[src/sv/qmbb_pkg.sv]
// Shared types, constants and helpers for the quad motor bang-bang mixer.
package qmbb_pkg;

    localparam int unsigned VEC_W   = 16;
    localparam int unsigned YAW_W   = 8;
    localparam int unsigned DUTY_W  = 8;
    localparam int unsigned MOTORS  = 4;
    localparam int unsigned IN_W    = 6 * VEC_W + YAW_W;
    localparam int unsigned OUT_W   = MOTORS * DUTY_W;

    // Motor slots, lowest first.
    localparam int unsigned MOTOR_FL = 0;
    localparam int unsigned MOTOR_FR = 1;
    localparam int unsigned MOTOR_BR = 2;
    localparam int unsigned MOTOR_BL = 3;

    // Motors that step up when norm exceeds target on X or on Y.
    localparam logic [MOTORS-1:0] X_UP_ON_GT = 4'b0011;
    localparam logic [MOTORS-1:0] Y_UP_ON_GT = 4'b0110;
    // Motors that take +(last_yaw - yaw_cmd) in the yaw mix; the rest take the negation.
    localparam logic [MOTORS-1:0] YAW_ADD    = 4'b1001;

    localparam logic [DUTY_W-1:0] DUTY_MAX = 8'd255;
    localparam logic [DUTY_W-1:0] DUTY_MIN = 8'd0;

    typedef logic [MOTORS-1:0][DUTY_W-1:0] duty_vec_t;

    typedef struct packed {
        logic signed [VEC_W-1:0] norm_x;
        logic signed [VEC_W-1:0] norm_y;
        logic signed [VEC_W-1:0] norm_z;
        logic signed [VEC_W-1:0] target_x;
        logic signed [VEC_W-1:0] target_y;
        logic signed [VEC_W-1:0] target_z;
        logic signed [YAW_W-1:0] yaw_cmd;
    } item_t;

    typedef struct packed {
        duty_vec_t               thrust;
        logic signed [YAW_W-1:0] last_yaw;
        duty_vec_t               drive;
    } step_t;

    // One saturating step of a thrust value.
    function automatic logic [DUTY_W-1:0] bump(input logic [DUTY_W-1:0] t,
                                                input logic up, input logic dn);
        logic [DUTY_W-1:0] r;
        r = t;
        if (up && t != DUTY_MAX)
        begin
            r = t + 8'd1;
        end
        else if (dn && t != DUTY_MIN)
        begin
            r = t - 8'd1;
        end
        return r;
    endfunction

endpackage

[src/sv/quad_motor_bang_bang_mixer_unit.sv]
// Top level of the quad motor bang-bang mixer: input stage, state and result register.
// Path: a word accepted into the input register moves on into the result register once
// that is free, and the output side takes it from there.
// Throughput: one word per cycle; the input register feeds the thrust update logic and
// the result register, so the only limit is the output side taking its words.
// Reset (rst_n low, asynchronous) empties both stages and clears the four thrusts and
// the stored yaw to zero.
module quad_motor_bang_bang_mixer_unit (
    input  logic                        clk,
    input  logic                        rst_n,
    input  logic                        s_axis_tvalid,
    output logic                        s_axis_tready,
    // Fields from bit 0 up: norm_x, norm_y, norm_z, target_x, target_y, target_z
    // (16 bits each, signed), yaw_cmd (8 bits, signed).
    input  logic [qmbb_pkg::IN_W-1:0]   s_axis_tdata,
    output logic                        m_axis_tvalid,
    input  logic                        m_axis_tready,
    // Fields from bit 0 up: drive_front_left, drive_front_right, drive_back_right,
    // drive_back_left (8 bits each, unsigned).
    output logic [qmbb_pkg::OUT_W-1:0]  m_axis_tdata
);

    // Input stage: the accepted word waits here until the result register is free.
    logic                                 s1_valid_reg;
    logic                                 s1_valid_next;
    qmbb_pkg::item_t                      s1_item_reg;
    qmbb_pkg::item_t                      in_item;

    // Motor state carried from word to word.
    qmbb_pkg::duty_vec_t                  thrust_reg;
    logic signed [qmbb_pkg::YAW_W-1:0]    last_yaw_reg;

    // Result register.
    logic                                 out_valid_reg;
    logic                                 out_valid_next;
    qmbb_pkg::duty_vec_t                  drive_reg;

    qmbb_pkg::step_t                      step;
    logic                                 s_fire;
    logic                                 s1_fire;

    // Unpack the input word, lowest field first.
    assign in_item.norm_x   = s_axis_tdata[15:0];
    assign in_item.norm_y   = s_axis_tdata[31:16];
    assign in_item.norm_z   = s_axis_tdata[47:32];
    assign in_item.target_x = s_axis_tdata[63:48];
    assign in_item.target_y = s_axis_tdata[79:64];
    assign in_item.target_z = s_axis_tdata[95:80];
    assign in_item.yaw_cmd  = s_axis_tdata[103:96];

    // The staged word moves on whenever the result register is empty or being drained.
    // The input side is open whenever the staged word is leaving or there is none, so
    // a new word is taken in every cycle while the output keeps up.
    assign s1_fire       = s1_valid_reg && (!out_valid_reg || m_axis_tready);
    assign s_axis_tready = !s1_valid_reg || s1_fire;
    assign s_fire        = s_axis_tvalid && s_axis_tready;

    assign s1_valid_next  = s_fire || (s1_valid_reg && !s1_fire);
    assign out_valid_next = s1_fire || (out_valid_reg && !m_axis_tready);

    qmbb_core u_core (
        .item     (s1_item_reg),
        .thrust   (thrust_reg),
        .last_yaw (last_yaw_reg),
        .step     (step)
    );

    always_ff @(posedge clk or negedge rst_n)
    begin
        if (!rst_n)
        begin
            s1_valid_reg  <= 1'b0;
            out_valid_reg <= 1'b0;
            thrust_reg    <= '0;
            last_yaw_reg  <= '0;
        end
        else
        begin
            s1_valid_reg  <= s1_valid_next;
            out_valid_reg <= out_valid_next;
            // The thrusts and the stored yaw advance exactly once per word, as it
            // moves into the result register.
            if (s1_fire)
            begin
                thrust_reg   <= step.thrust;
                last_yaw_reg <= step.last_yaw;
            end
        end
    end

    always_ff @(posedge clk)
    begin
        if (s_fire)
        begin
            s1_item_reg <= in_item;
        end
        if (s1_fire)
        begin
            drive_reg <= step.drive;
        end
    end

    assign m_axis_tvalid = out_valid_reg;
    assign m_axis_tdata  = drive_reg;

`ifndef SYNTHESIS
    // Motor state must only move when a word passes into the result register.
    assert property (@(posedge clk) disable iff (!rst_n)
        !s1_fire |=> $stable(thrust_reg) && $stable(last_yaw_reg))
        else $error("motor state changed without a word passing through");

    // A zero yaw command leaves the stored yaw alone.
    assert property (@(posedge clk) disable iff (!rst_n)
        s1_fire && s1_item_reg.yaw_cmd == '0 |=> $stable(last_yaw_reg))
        else $error("stored yaw changed on a zero yaw command");

    // Without a yaw command the drives are the freshly updated thrusts.
    assert property (@(posedge clk) disable iff (!rst_n)
        s1_fire && s1_item_reg.yaw_cmd == '0 |=> drive_reg == thrust_reg)
        else $error("drive differs from thrust on a word without yaw");

    // A word leaving the input stage always lands in the result register.
    assert property (@(posedge clk) disable iff (!rst_n)
        s1_fire |=> out_valid_reg)
        else $error("result register empty after a word moved into it");

    // The input stage never drops a word: it stays full unless it moved on.
    assert property (@(posedge clk) disable iff (!rst_n)
        s1_valid_reg && !s1_fire |=> s1_valid_reg && $stable(s1_item_reg))
        else $error("staged word lost or altered while stalled");
`endif

endmodule

[src/sv/qmbb_core.sv]
// Combinational thrust update and yaw mix for one word.
module qmbb_core (
    input  qmbb_pkg::item_t               item,
    input  qmbb_pkg::duty_vec_t           thrust,
    input  logic signed [qmbb_pkg::YAW_W-1:0] last_yaw,
    output qmbb_pkg::step_t               step
);

    logic gt_x, lt_x, gt_y, lt_y, gt_z, lt_z;
    logic yaw_active;
    logic signed [qmbb_pkg::YAW_W:0] yaw_delta;
    logic signed [10:0]              yaw_delta_ext;
    qmbb_pkg::duty_vec_t             after_x, after_y, after_z;
    logic signed [10:0]              mix [qmbb_pkg::MOTORS];

    assign gt_x = item.norm_x > item.target_x;
    assign lt_x = item.norm_x < item.target_x;
    assign gt_y = item.norm_y > item.target_y;
    assign lt_y = item.norm_y < item.target_y;
    assign gt_z = item.norm_z > item.target_z;
    assign lt_z = item.norm_z < item.target_z;

    assign yaw_active    = item.yaw_cmd != '0;
    assign yaw_delta     = 9'(last_yaw) - 9'(item.yaw_cmd);
    assign yaw_delta_ext = 11'(yaw_delta);

    // Each axis saturates on the result of the one before, so the steps chain.
    always_comb
    begin
        for (int m = 0; m < qmbb_pkg::MOTORS; m++)
        begin
            after_x[m] = qmbb_pkg::bump(thrust[m],
                             qmbb_pkg::X_UP_ON_GT[m] ? gt_x : lt_x,
                             qmbb_pkg::X_UP_ON_GT[m] ? lt_x : gt_x);
            after_y[m] = qmbb_pkg::bump(after_x[m],
                             qmbb_pkg::Y_UP_ON_GT[m] ? gt_y : lt_y,
                             qmbb_pkg::Y_UP_ON_GT[m] ? lt_y : gt_y);
            after_z[m] = qmbb_pkg::bump(after_y[m], lt_z, gt_z);
        end
    end

    always_comb
    begin
        for (int m = 0; m < qmbb_pkg::MOTORS; m++)
        begin
            if (qmbb_pkg::YAW_ADD[m])
            begin
                mix[m] = $signed({3'b000, after_z[m]}) + yaw_delta_ext;
            end
            else
            begin
                mix[m] = $signed({3'b000, after_z[m]}) - yaw_delta_ext;
            end
            if (!yaw_active)
            begin
                step.drive[m] = after_z[m];
            end
            else if (mix[m][10])
            begin
                step.drive[m] = qmbb_pkg::DUTY_MIN;
            end
            else if (mix[m][9:8] != 2'b00)
            begin
                step.drive[m] = qmbb_pkg::DUTY_MAX;
            end
            else
            begin
                step.drive[m] = mix[m][7:0];
            end
        end
        step.thrust   = after_z;
        step.last_yaw = yaw_active ? item.yaw_cmd : last_yaw;
    end

endmodule
[config.mk]
export PLATFORM = sky130hd
export DESIGN_NAME = quad_motor_bang_bang_mixer_unit
export DESIGN_NICKNAME = d
export VERILOG_FILES = /design/src/sv/qmbb_pkg.sv /design/src/sv/quad_motor_bang_bang_mixer_unit.sv /design/src/sv/qmbb_core.sv
export SDC_FILE = /design/constraint.sdc
export NUM_CORES = 1
export LEC_CHECK = 0
export BUFFER_PORTS_ARGS = -buffer_cell sky130_fd_sc_hd__buf_4
export CAP_MARGIN = 10
export CELL_PAD_IN_SITES_DETAIL_PLACEMENT = 0
export CELL_PAD_IN_SITES_GLOBAL_PLACEMENT = 1
export CORE_MARGIN = 2
export CORE_UTILIZATION = 35
export CTS_CLUSTER_DIAMETER = 40
export DETAILED_ROUTE_END_ITERATION = 10
export PLACE_DENSITY_LB_ADDON = 0.25
export REMOVE_ABC_BUFFERS = 1
export SLEW_MARGIN = 30
export SYNTH_ARGS = -nofsm -noshare
export SYNTH_HDL_FRONTEND = slang
export SYNTH_HIERARCHICAL = 1
export SYNTH_SLANG_ARGS = --single-unit
[constraint.sdc]
create_clock -name clk -period 9.24 [get_ports clk]
set_input_delay 0 -clock clk [delete_from_list [all_inputs] [get_ports clk]]
set_output_delay 0 -clock clk [all_outputs]
set_load 0.1 [all_outputs]
==> impl_metrics.ini <==
[routing]
dr.pass1.iters = 5
drt_drc_violations_left = 0
route.detailed.vias_per_inst = 5.72
post_route_wl_mm = 51.6
wire_per_inst_um = 20.0
antenna_violating_nets_post_route = 0
via_count = 14700
dr.first_iter.drc_count = 1167

[logic_synthesis]
synth.lib_cells_used.distinct = 111
ranking_of_synthesized_cells_by_area = sky130_fd_sc_hd__edfxtp_1, sky130_fd_sc_hd__ha_1, sky130_fd_sc_hd__dfrtp_1
synthCells = 1717
synthesis.yosys.warnings = 6
yosys-top-cells-count = sky130_fd_sc_hd__edfxtp_1, sky130_fd_sc_hd__inv_1, sky130_fd_sc_hd__ha_1
area_of_the_mapped_netlist_sq_mm = 0.0160
postSynthAreaPerCell_sq_um = 9.30
ys_async_sr_fraction = 0.236
synth_top_cell_area_share = 0.256
yosysMostFrequentCell = sky130_fd_sc_hd__edfxtp_1
ys_ff_latch = 178
ys.flop_type = sky130_fd_sc_hd__edfxtp_1
synth_seq_area_share = 0.322
number_of_synthesized_flops_with_an_enable_pin = 136
yosys.area.top_type = sky130_fd_sc_hd__edfxtp_1

[cells_and_area]
largest_register_ffs = 104
multi_input_comb_area_sq_mm = 0.0101
ff_latch_area_sq_mm = 0.00513
fill_cells = 4353
syn_to_final_growth_pct = 22.6
layout-drive-gt1-share = 0.172
final_net_count = 2193

[critical_path]
cp.required_ns = 9.53
crit_path_top_delay_cell = sky130_fd_sc_hd__xnor2_1
cp_common_cell = sky130_fd_sc_hd__ha_1
critical_path.max_stage_delay_ns = 0.45
arrival_ns = 8.84
reg2reg_slack_ns = 0.69
crit_path_start_kind = flop
worst_setup_path_category = reg -> reg
worstSetupEndpointType = flop
critical_path.max_fanout = 14

[timing]
timing.clock.skew_ns = 0.0275
setup_repair_after_global_routing_missed_its_margin = false
setup-violations-final = 0
timing.final.hold_violations = 0
timing_max_transition_violations_final = 0
final.setup.tns_ns = 0
fmaxAchievable_mhz = 117
max_slew_margin = 0.320
post-route-period-util = 0.925
worst-slew-pin-transition_ns = 1.01
fin_crit_ns = 8.55
fin_worst_hold_slack_ns = 0.0756

[clock_network]
cts_tree = done
worst_setup_hold_path_clk_slew_ns = 0.07
cts.htree.levels = 4
insertion_delay_ns = 0.50
postCtsSetupBuffers = 0
cts.sinks = 178
tritoncts_buffer_count = 17
cts_root_buf = sky130_fd_sc_hd__clkbuf_16
cts.path.max_buffers = 2

[die]
placeableCoreArea_sq_mm = 0.0452
rows = 78
initial_core_util = 0.353
die_h_um = 218
die_width_um = 218
io_pins = 142
floorplan_die_area_sq_mm = 0.0473

[pwr]
p_clk_frac = 0.098
power.switching_fraction = 0.524
power_per_cell_area_mw_per_mm2 = 414
comb_power_share = 0.728
p_leak_nw = 8.02
irDropWorstVdd_uv = 290
switchingPower_w = 0.00425
p_seq_frac = 0.174
cell_internal_pwr_w = 0.00386

[place]
port-buffer-count = 141
detailed_place_hpwl_mm = 38.1
gp_routability_congestion = 0.886

[global_route]
grt_pass1_vias = 14600
antenna_found_initial = 2
global_route_usage_sum = 0.222
grt_pass1_wl_mm = 81.3
grt_start_max_net_pins = 74
grt_overflow = 0

[status]
run_status = complete, no violations

[run]
cap_violations = 0

[min_path]
holdCritPathClass = in -> async
==> cells by family after synthesis <==
kind of cell    Yosys count  synth area share
mux                      60            0.0511
compound gates          487             0.227
flops                   178             0.322
simple gates            607             0.211
xor+xnor                 74            0.0411
buf+inv                 187            0.0486
fa+ha+maj               124            0.0995
==> placed cells by master (no fill, tap or decap), types with 8 or more instances in the layout <==
master and instances:
sky130_fd_sc_hd__buf_4 179, sky130_fd_sc_hd__edfxtp_1 136, sky130_fd_sc_hd__inv_1 123, sky130_fd_sc_hd__ha_1 119
sky130_fd_sc_hd__nand2_1 113, sky130_fd_sc_hd__dlygate4sd3_1 108, sky130_fd_sc_hd__nor2_1 95, sky130_fd_sc_hd__a21oi_1 70
sky130_fd_sc_hd__o21ai_0 64, sky130_fd_sc_hd__nand3_1 63, sky130_fd_sc_hd__nor3_1 52, sky130_fd_sc_hd__xnor2_1 49
sky130_fd_sc_hd__dfrtp_1 42, sky130_fd_sc_hd__mux2_4 39, sky130_fd_sc_hd__nand4_1 39, sky130_fd_sc_hd__a21o_1 31
sky130_fd_sc_hd__and3_1 31, sky130_fd_sc_hd__nor4_1 27, sky130_fd_sc_hd__a31oi_1 27, sky130_fd_sc_hd__o21a_1 26
sky130_fd_sc_hd__and2_1 25, sky130_fd_sc_hd__o31ai_1 25, sky130_fd_sc_hd__or3_1 24, sky130_fd_sc_hd__xor2_1 23
sky130_fd_sc_hd__nand2b_1 20, sky130_fd_sc_hd__nor2b_1 20, sky130_fd_sc_hd__or4_1 19, sky130_fd_sc_hd__o211ai_1 18
sky130_fd_sc_hd__clkbuf_16 17, sky130_fd_sc_hd__a211oi_1 16, sky130_fd_sc_hd__o22ai_1 15, sky130_fd_sc_hd__o21bai_1 14
sky130_fd_sc_hd__mux2i_1 13, sky130_fd_sc_hd__or2_2 12, sky130_fd_sc_hd__o221ai_1 10, sky130_fd_sc_hd__and4_1 9
sky130_fd_sc_hd__o2bb2ai_1 9, sky130_fd_sc_hd__o31a_1 8, sky130_fd_sc_hd__o211a_1 8
==> worst max-delay path, delay by kind of cell (launching register included) <==
| family | cells | cell delay (ns) |
|---|---|---|
| flip-flops | 1 | 0.37 |
| AND/OR/NAND/NOR | 9 | 1.94 |
| AO/OA/AOI/OAI | 12 | 2.86 |
| buffers and inverters | 4 | 0.60 |
| XOR/XNOR | 4 | 1.42 |
| adder cells (fa/ha/maj) | 4 | 1.13 |
==> power groups by stage <==
stage / logic [W] / clock network, W / registers, W
after floorplan: 0.00389 / 0 / 0.00188
after global placement: 0.00577 / 0 / 0.00143
after detailed placement: 0.00578 / 0 / 0.00143
after CTS: 0.00586 / 0.000830 / 0.00142
after global routing: 0.00648 / 0.000857 / 0.00144
final: 0.00590 / 0.000796 / 0.00141
==> worst paths after layout <==
path                                       start               end  cells past startpoint
max in group asynchronous                  rst_n    thrust_reg[26]                      2
worst min register to register   last_yaw_reg[6]   last_yaw_reg[6]                      1
worst max-delay path             s1_item_reg[89]  m_axis_tdata[28]                     33
worst max register to register   s1_item_reg[89]  m_axis_tdata[28]                     33
worst min-delay path                       rst_n    thrust_reg[14]                      2
min in group clk                s_axis_tdata[93]   s1_item_reg[21]                      2
==> stage by stage <==
step | instances | power [W] | instance area, sq um | setup WS [ns] | utilization
2_1_floorplan | 1654 | 0.00577 | 15700 | 0.254 | -
3_3_place_gp | 2433 | 0.00720 | 17800 | 0.771 | 0.394
3_5_place_dp | 2433 | 0.00721 | 17800 | 0.648 | 0.394
4_1_cts | 2573 | 0.00810 | 19500 | 0.615 | 0.431
5_1_grt | 2574 | 0.00878 | 19600 | 0.0359 | 0.433
6_report | 2575 | 0.00811 | 19600 | 0.693 | 0.433
==> cell type report <==
cell class / instances / share of cell area
diodes: 1 / 0.000128
clock buffers: 17 / 0.0217
clock inverters: 15 / 0.0102
inverters: 124 / 0.0238
multi-input cells: 1352 / 0.518
flip-flops and latches: 178 / 0.262
well taps: 600 / 0.0384
repair buffers: 288 / 0.125
==> metal layers <==
metal	GRT usage	vias to the layer above	routed length [um]
met2	0.382	416	25400
li1	-	7119	-
met5	0	-	0
met3	0.0399	64	2310
met4	0.0687	0	1050
met1	0.281	7135	22800
==> what timing repair did <==
action | in CTS | in global routing
gates resized for setup | 0 | 6
hold endpoints to repair | 148 | 0
endpoints found under the setup margin | 0 | 11
hold buffers | 108 | 0
Note: power is estimated with default switching activity, not from simulation.
